--- src/rtl/core/uqts_pkg.sv ---
package uqts_pkg;

  localparam int unsigned TOKEN_LENGTH_MAX = 4095;
  localparam int unsigned LenW = $clog2(TOKEN_LENGTH_MAX + 1);
  localparam int unsigned TokLenW = 12;

  localparam logic [7:0] CharNul     = 8'h00;
  localparam logic [7:0] CharLf      = 8'h0a;
  localparam logic [7:0] CharCr      = 8'h0d;
  localparam logic [7:0] CharSpace   = 8'h20;
  localparam logic [7:0] CharAmp     = 8'h26;
  localparam logic [7:0] CharPercent = 8'h25;
  localparam logic [7:0] CharEquals  = 8'h3d;
  localparam logic [7:0] CharQuery   = 8'h3f;

  typedef enum logic [1:0] {
    ModePath  = 2'd0,
    ModeParam = 2'd1,
    ModeValue = 2'd2,
    ModeSkip  = 2'd3
  } mode_e;

  typedef enum logic [1:0] {
    StOk        = 2'd0,
    StMalformed = 2'd1,
    StEmpty     = 2'd2
  } status_e;

  typedef enum logic [1:0] {
    EscNone = 2'd0,
    EscHigh = 2'd1,
    EscLow  = 2'd2
  } esc_e;

  typedef struct packed {
    logic [7:0] in_byte;
    mode_e      mode;
  } in_t;

  typedef struct packed {
    logic               char_valid;
    logic [7:0]         out_char;
    logic               token_end;
    logic [1:0]         status;
    logic [TokLenW-1:0] token_length;
    logic               reconsume;
  } out_t;

  typedef struct packed {
    esc_e            esc;
    logic [3:0]      high_nibble;
    logic [LenW-1:0] length_count;
  } state_t;

  // Bit 0 continues a path, bit 1 a parameter, bit 2 a value; bit 3 is a hard terminator.
  localparam logic [3:0] ClassLo [128] = '{
    4'd8, 4'd0, 4'd0, 4'd0, 4'd0, 4'd0, 4'd0, 4'd0,
    4'd0, 4'd0, 4'd8, 4'd0, 4'd0, 4'd8, 4'd0, 4'd0,
    4'd0, 4'd0, 4'd0, 4'd0, 4'd0, 4'd0, 4'd0, 4'd0,
    4'd0, 4'd0, 4'd0, 4'd0, 4'd0, 4'd0, 4'd0, 4'd0,
    4'd8, 4'd7, 4'd8, 4'd8, 4'd8, 4'd7, 4'd0, 4'd7,
    4'd7, 4'd7, 4'd7, 4'd7, 4'd7, 4'd7, 4'd7, 4'd7,
    4'd7, 4'd7, 4'd7, 4'd7, 4'd7, 4'd7, 4'd7, 4'd7,
    4'd7, 4'd7, 4'd7, 4'd7, 4'd7, 4'd4, 4'd7, 4'd6,
    4'd4, 4'd7, 4'd7, 4'd7, 4'd7, 4'd7, 4'd7, 4'd7,
    4'd7, 4'd7, 4'd7, 4'd7, 4'd7, 4'd7, 4'd7, 4'd7,
    4'd7, 4'd7, 4'd7, 4'd7, 4'd7, 4'd7, 4'd7, 4'd7,
    4'd7, 4'd7, 4'd7, 4'd8, 4'd8, 4'd8, 4'd8, 4'd7,
    4'd8, 4'd7, 4'd7, 4'd7, 4'd7, 4'd7, 4'd7, 4'd7,
    4'd7, 4'd7, 4'd7, 4'd7, 4'd7, 4'd7, 4'd7, 4'd7,
    4'd7, 4'd7, 4'd7, 4'd7, 4'd7, 4'd7, 4'd7, 4'd7,
    4'd7, 4'd7, 4'd7, 4'd8, 4'd8, 4'd8, 4'd7, 4'd0
  };

  function automatic logic [3:0] byte_class(input logic [7:0] b);
    logic [3:0] cls;
    cls = b[7] ? 4'd0 : ClassLo[b[6:0]];
    return cls;
  endfunction

  // Bit 4 of the result flags a byte that is no hex digit.
  function automatic logic [4:0] hex_value(input logic [7:0] b);
    logic [4:0] v;
    if (b >= 8'h30 && b <= 8'h39) begin
      v = {1'b0, b[3:0]};
    end else if ((b >= 8'h41 && b <= 8'h46) || (b >= 8'h61 && b <= 8'h66)) begin
      v = {1'b0, b[3:0] + 4'd9};
    end else begin
      v = 5'h10;
    end
    return v;
  endfunction

endpackage

--- src/rtl/core/uqts_step.sv ---
module uqts_step import uqts_pkg::*; (
  input  state_t st_i,
  input  in_t    item_i,
  output logic   res_valid_o,
  output out_t   res_o,
  output state_t st_next_o
);

  logic [3:0]      cls;
  logic [4:0]      hv;
  logic [7:0]      b;
  logic [LenW-1:0] len_inc;
  logic            end_tok;
  status_e         e_status;
  logic [LenW-1:0] e_len;
  logic            e_again;

  assign b       = item_i.in_byte;
  assign cls     = byte_class(b);
  assign hv      = hex_value(b);
  assign len_inc = (st_i.length_count < LenW'(TOKEN_LENGTH_MAX)) ?
                   st_i.length_count + LenW'(1) : st_i.length_count;

  always_comb begin
    st_next_o   = st_i;
    res_valid_o = 1'b0;
    res_o       = '0;
    end_tok     = 1'b0;
    e_status    = StOk;
    e_len       = st_i.length_count;
    e_again     = 1'b0;

    if (st_i.esc == EscHigh) begin
      if (hv[4]) begin
        end_tok  = 1'b1;
        e_status = StMalformed;
      end else begin
        st_next_o.high_nibble = hv[3:0];
        st_next_o.esc         = EscLow;
      end
    end else if (st_i.esc == EscLow) begin
      if (hv[4]) begin
        end_tok  = 1'b1;
        e_status = StMalformed;
      end else begin
        res_valid_o              = 1'b1;
        res_o.char_valid         = 1'b1;
        res_o.out_char           = {st_i.high_nibble, hv[3:0]};
        st_next_o.esc            = EscNone;
        st_next_o.high_nibble    = 4'd0;
        st_next_o.length_count   = len_inc;
      end
    end else if (item_i.mode == ModeSkip) begin
      if (!cls[2]) begin
        end_tok = 1'b1;
        e_len   = '0;
        e_again = cls[3];
      end
    end else if (cls[item_i.mode]) begin
      if (b == CharPercent) begin
        st_next_o.esc = EscHigh;
      end else begin
        res_valid_o            = 1'b1;
        res_o.char_valid       = 1'b1;
        res_o.out_char         = b;
        st_next_o.length_count = len_inc;
      end
    end else begin
      end_tok = 1'b1;
      case (b) inside
        CharNul, CharCr, CharLf, CharSpace: begin
          if (st_i.length_count == '0) begin
            e_status = StEmpty;
          end else begin
            e_again = 1'b1;
          end
        end
        CharQuery: begin
          e_status = (item_i.mode == ModePath) ? StOk : StMalformed;
        end
        CharEquals: begin
          e_status = (item_i.mode == ModeParam) ? StOk : StMalformed;
        end
        CharAmp: begin
          if (item_i.mode == ModePath) begin
            e_status = StMalformed;
          end else begin
            e_again = (item_i.mode == ModeParam);
          end
        end
        default: begin
          e_status = StMalformed;
        end
      endcase
    end

    if (end_tok) begin
      res_valid_o        = 1'b1;
      res_o.token_end    = 1'b1;
      res_o.status       = e_status;
      res_o.token_length = TokLenW'(e_len);
      res_o.reconsume    = e_again;
      st_next_o          = '0;
    end
  end

endmodule

--- src/rtl/core/url_query_token_scanner_top.sv ---
// Channel  Direction  Handshake               Payload
// in       input      in_valid_i/in_stall_o   in_data_i  (in_byte, mode)
// out      output     out_valid_o/out_stall_i out_data_o (char_valid .. reconsume)
//
// One transaction enters the input register per cycle while in_stall_o is low; from
// there it is decoded by the class lookup and escape logic and written to the result register.
// Throughput is one byte per cycle while the output does not stall.
// Reset clears the escape state, the token length and both valid flags.
// A stall on the output holds a byte that yields a result in the input register;
// a byte that yields no result moves on regardless.
module url_query_token_scanner_top import uqts_pkg::*; (
  input  logic clk_i,
  input  logic rst_ni,
  input  logic in_valid_i,
  output logic in_stall_o,
  input  in_t  in_data_i,
  output logic out_valid_o,
  input  logic out_stall_i,
  output out_t out_data_o
);

  logic   s1_valid_q, s1_valid_d;
  in_t    s1_data_q;
  state_t st_q, st_d;
  logic   out_valid_q, out_valid_d;
  out_t   out_data_q;
  logic   res_valid;
  out_t   res;
  logic   out_blocked;
  logic   adv;
  logic   in_acc;

  uqts_step u_step (
    .st_i        (st_q),
    .item_i      (s1_data_q),
    .res_valid_o (res_valid),
    .res_o       (res),
    .st_next_o   (st_d)
  );

  assign out_blocked = out_valid_q && out_stall_i;
  assign adv         = s1_valid_q && (!res_valid || !out_blocked);
  assign in_stall_o  = s1_valid_q && !adv;
  assign in_acc      = in_valid_i && !in_stall_o;
  assign s1_valid_d  = in_acc || (s1_valid_q && !adv);
  assign out_valid_d = (adv && res_valid) || out_blocked;

  always_ff @(posedge clk_i or negedge rst_ni) begin
    if (!rst_ni) begin
      s1_valid_q  <= 1'b0;
      out_valid_q <= 1'b0;
      st_q        <= '0;
    end else begin
      s1_valid_q  <= s1_valid_d;
      out_valid_q <= out_valid_d;
      if (adv) begin
        st_q <= st_d;
      end
    end
  end

  always_ff @(posedge clk_i) begin
    if (in_acc) begin
      s1_data_q <= in_data_i;
    end
    if (adv && res_valid) begin
      out_data_q <= res;
    end
  end

  assign out_valid_o = out_valid_q;
  assign out_data_o  = out_data_q;

  assert property (@(posedge clk_i) disable iff (!rst_ni)
    adv && res_valid && res.token_end |=> st_q.length_count == '0 && st_q.esc == EscNone)
    else $error("Token end did not clear the scanner state.");

  assert property (@(posedge clk_i) disable iff (!rst_ni)
    out_valid_o && out_data_o.token_end |-> !out_data_o.char_valid &&
      (out_data_o.status == StOk || !out_data_o.reconsume))
    else $error("Token end result carries a byte or an illegal reconsume.");

  assert property (@(posedge clk_i) disable iff (!rst_ni)
    out_valid_o && out_data_o.token_end && out_data_o.status == StEmpty |->
      out_data_o.token_length == '0)
    else $error("Empty token reported a nonzero length.");

  assert property (@(posedge clk_i) disable iff (!rst_ni)
    adv && st_q.esc != EscNone && s1_data_q.in_byte == CharPercent |-> res.token_end)
    else $error("Percent sign accepted as an escape digit.");

endmodule
--- config.mk ---
export PLATFORM = sky130hd
export DESIGN_NAME = url_query_token_scanner_top
export DESIGN_NICKNAME = d
export VERILOG_FILES = /design/src/rtl/core/uqts_pkg.sv /design/src/rtl/core/uqts_step.sv /design/src/rtl/core/url_query_token_scanner_top.sv
export SDC_FILE = /design/constraint.sdc
export NUM_CORES = 1
export LEC_CHECK = 0
export BUFFER_PORTS_ARGS = -buffer_cell sky130_fd_sc_hd__buf_2
export CORE_AREA = 2 2 105 117
export CTS_CLUSTER_DIAMETER = 150
export CTS_CLUSTER_SIZE = 12
export DETAILED_ROUTE_END_ITERATION = 16
export DIE_AREA = 0 0 107 119
export PLACE_DENSITY = 0.46
export SYNTH_ARGS = -nofsm -noshare
export SYNTH_HDL_FRONTEND = slang
export SYNTH_SLANG_ARGS = --single-unit
export TNS_END_PERCENT = 5
--- constraint.sdc ---
create_clock -name clk_i -period 9.3 [get_ports clk_i]
set_input_delay 1.86 -clock clk_i [delete_from_list [all_inputs] [get_ports clk_i]]
set_output_delay 1.86 -clock clk_i [all_outputs]
set_load 0.1 [all_outputs]
==> results by group <==
Synthesis
  – Post-synthesis sequential area ratio: approximately 46%
  – Number of enable-type register cells in the synthesized netlist: 35
  – Synth Warn #: 0
  – Synthesized Nets: 340
  – Main flop type after synthesis: sky130_fd_sc_hd__edfxtp_1
  – Cells after Synth: 316
  – Portion of synthesized cell area occupied by the leading cell type: a little under a third
  – Count of cell types in the netlist: 69
  – Leading area contributor after synthesis: sky130_fd_sc_hd__edfxtp_1
  – Post-synthesis cell area: 0.00340 mm²
  – Most area-consuming cells after synthesis: sky130_fd_sc_hd__edfxtp_1, sky130_fd_sc_hd__dfrtp_1, sky130_fd_sc_hd__ha_1, sky130_fd_sc_hd__and2_1, sky130_fd_sc_hd__a21oi_1
  – Average cell area after synthesis: about 11 µm²
  – Post-synthesis register bit count: 55
  – Share of flip-flops with an asynchronous set or reset after synthesis: a little over a third

STA
  – Post-route clock skew: about 11 ps
  – Total setup violations reported at the end of the flow: 0
  – Tcrit/Tclk final: 53.6%
  – Worst hold margin: ~500 ps
  – Max-slew violation count: 0
  – Setup ws final: roughly 4300 ps
  – Clock period minus worst slack: ~5000 ps
  – Post-Route Setup TNS: 0 ps
  – F_max: around 0.20 GHz
  – Number of hold violations in the final report: 0
  – Slew @ Worst Pin: approximately 800 ps
  – Unrepaired setup endpoints after global routing: no
  – Headroom to the max-slew limit: 46.5%

Finish
  – Area of all placed cells without fillers: 0.00385 mm²
  – Leading cell type in the layout, fill and taps excluded: sky130_fd_sc_hd__buf_2
  – Commonest cells after routing, fill and taps aside: sky130_fd_sc_hd__buf_2, sky130_fd_sc_hd__edfxtp_1, sky130_fd_sc_hd__inv_1, sky130_fd_sc_hd__dfrtp_1, sky130_fd_sc_hd__nor2_1
  – Count of inserted antenna diode cells: 0
  – Final standard cell utilization of the core: about a third
  – Layout cell share with drive strength beyond 1: between 20% and 30%
  – Net total in the final layout: 371
  – Area growth from synthesis to layout: 13.2%

Worst setup path
  – Slack of the worst reg-to-reg path: roughly 6000 ps
  – Top fanout value on the critical path: 11
  – Arrival time of the worst setup path: roughly 3100 ps
  – Slowest stage delay, CP: 550 ps
  – Crit start category: register
  – Critical path capture point type: output port
  – Worst EP required: approximately 7400 ps
  – Slowest CP cell: sky130_fd_sc_hd__edfxtp_1
  – Depth of the worst register-to-register path: 8
  – FF-to-FF End: out_data_o[11]
  – Critical R2R Launch: s1_data_q[2]
  – Critical setup path kind: register to output port
  – Critical Path, Cell by Cell: inv_1 > ha_1 > nor4b_2 > o2bb2ai_1 > o22ai_2 > o221a_4 > nor2_1 > and2_1 > buf_2

Floorplanning
  – Placeable core area: roughly 0.012 mm²
  – Starting density of the core: 29.0%
  – Total die area: approximately 0.013 mm²
  – Std cell rows: 42
  – Width of the chip: roughly 110 µm
  – I/O pin count: 41
  – Height of the die: around 120 µm

Power and ir drop
  – Worst vdd rail ir drop: 0.0000885 V
  – Pwr/cell area: 219 mW/mm²
  – Switching part of the total power: between 40 and 50%
  – Part of the total power dissipated in sequential elements: 37.5%
  – Comb pwr share: between 30% and 40%
  – Portion of total power attributed to the clock network: around a quarter
  – Net switching power: roughly 380 µW
  – Cell leakage power: about 1.5 nW
  – Internal power summed over all cells: between 400 and 500 µW

Routing
  – Via count of the routed design: around 2.5k
  – Per-cell routed wire length: ~16 µm
  – First-pass iteration count of the detailed router: 4
  – Number of antenna-violating nets in the routed design: 0
  – Initial detailed-routing violation count: 199
  – Post-Route WL: slightly below 8000 µm
  – Vias/cell: 5.05
  – # DRC: 0

Global route
  – Overall global routing resource usage: about an eighth
  – Number of antenna violations at the first check in global routing: 0
  – Pin count of the biggest net entering global routing: 26
  – Total congestion overflow: 0
  – Global-route wire length before repair: approximately 13000 µm
  – Number of global-route vias before repair: between 2k and 2.5k

Flow run
  – Count of maximum capacitance violations: 0

Clock tree
  – Clock latency of the later-clocked register in the worst-skew pair: about 300 ps
  – Worst-case clock buffer depth: 2
  – Post-CTS resize count: 0
  – H-tree levels: 2
  – Post-CTS repair timing setup buffer count: 0
  – # clock sinks: 55
  – Clock Tree Root: sky130_fd_sc_hd__clkbuf_16
  – Number of buffers inserted during clock tree synthesis: 5
  – Post-CTS Hold Buffers: 0
  – Clock transition at the registers of the reported paths: 70 ps
  – TritonCTS clock tree: built

Placed design
  – Routability cong.: 0.843
  – Cell area after placement: roughly 0.0037 mm²
  – Number of buffers inserted by port buffering: 40
  – Placed wire-length estimate after detailed placement: about 5600 µm
  – Pre-CTS setup slack: roughly 4600 ps

Outcome
  – Result of the run: finished, final reports clean

Min path
  – Instance count along the most critical hold path: 1
  – Hold wc startpoint: st_q[15]
  – Worst min-delay path endpoint: st_q[15]
  – Worst min path class: register to register
## metrics by stage
stage	power [mW]	std cells
4_1_cts	0.856	502
6_report	0.845	502
5_1_grt	0.888	502
2_1_floorplan	0.597	316
3_5_place_dp	0.654	494
3_3_place_gp	0.652	494
## sequential cells by signal, indices dropped and copies added (netlist names)
signal	flops
st_q	18
s1_data_q	10
out_valid_o	1
s1_valid_q	1
out_data_o	25
## synthesized netlist by cell type (4+ instances only)
| cell | count |
|---|---|
| sky130_fd_sc_hd__o2bb2ai_1 | 5 |
| sky130_fd_sc_hd__clkbuf_1 | 7 |
| sky130_fd_sc_hd__nor2_1 | 20 |
| sky130_fd_sc_hd__buf_6 | 6 |
| sky130_fd_sc_hd__o21ai_1 | 6 |
| sky130_fd_sc_hd__dfrtp_1 | 20 |
| sky130_fd_sc_hd__nand3_1 | 6 |
| sky130_fd_sc_hd__inv_1 | 22 |
| sky130_fd_sc_hd__o2111ai_1 | 9 |
| sky130_fd_sc_hd__nand2_1 | 17 |
| sky130_fd_sc_hd__buf_2 | 5 |
| sky130_fd_sc_hd__o31ai_1 | 6 |
| sky130_fd_sc_hd__o21ai_0 | 7 |
| sky130_fd_sc_hd__ha_1 | 10 |
| sky130_fd_sc_hd__mux2i_1 | 5 |
| sky130_fd_sc_hd__o21ai_2 | 4 |
| sky130_fd_sc_hd__a22o_1 | 5 |
| sky130_fd_sc_hd__nor3_1 | 5 |
| sky130_fd_sc_hd__edfxtp_1 | 35 |
| sky130_fd_sc_hd__or4_1 | 5 |
| sky130_fd_sc_hd__or4_4 | 4 |
| sky130_fd_sc_hd__a21oi_1 | 17 |
| sky130_fd_sc_hd__and2_1 | 17 |
## power by group through the flow
stage | clock (mW) | sequential, mW | combinational (mW)
after floorplan | 0 | 0.453 | 0.145
after global placement | 0 | 0.321 | 0.331
after detailed placement | 0 | 0.322 | 0.332
after CTS | 0.206 | 0.317 | 0.333
after global routing | 0.216 | 0.321 | 0.351
final | 0.198 | 0.317 | 0.330
## layout make-up
cell class | instances | area (µm²)
clock buffer | 5 | 125
clock inverter | 3 | 33.8
fill | 1206 | 7870
inverter | 23 | 86.3
multi-input combinational | 220 | 1650
sequential | 55 | 1550
tap | 154 | 193
timing repair buffer | 42 | 215
## cell families after synthesis
group                    after synthesis  share of synthesized area, %
multiplexers                          10                          3.31
AO/OA/AOI/OAI                         95                          23.0
XOR/XNOR                               2                         0.515
buffers and inverters                 41                          6.04
flip-flops                            55                          45.6
AND/OR/NAND/NOR                      103                          17.8
adder cells (fa/ha/maj)               10                          3.68
## per-layer routing
| metal | vias up | track usage [%] | routed length [µm] |
|---|---|---|---|
| met2 | 78 | 19.9 | 3700 |
| met5 | - | 0 | 0 |
| li1 | 1250 | - | - |
| met4 | 0 | 3.90 | 106 |
| met3 | 6 | 2.30 | 409 |
| met1 | 1202 | 17.7 | 3610 |
## how the worst max path moves through the flow
stage	from	end	slack, ps	cells after the start
after floorplan	out_stall_i	in_stall_o	4550	3
after global placement	out_stall_i	in_stall_o	4630	5
after detailed placement	out_stall_i	in_stall_o	4620	5
after CTS	s1_data_q[2]	in_stall_o	4310	9
after global routing	s1_data_q[2]	in_stall_o	4050	9
final	s1_data_q[2]	in_stall_o	4320	9
## worst max-delay path, delay by kind of cell (launching register included)
kind | cells | cell delay (ps)
AO/OA/AOI/OAI | 3 | 760
adder cells (fa/ha/maj) | 1 | 230
buffers and inverters | 2 | 630
flip-flops | 1 | 550
AND/OR/NAND/NOR | 3 | 660
Power figures use the tool's default switching activity.
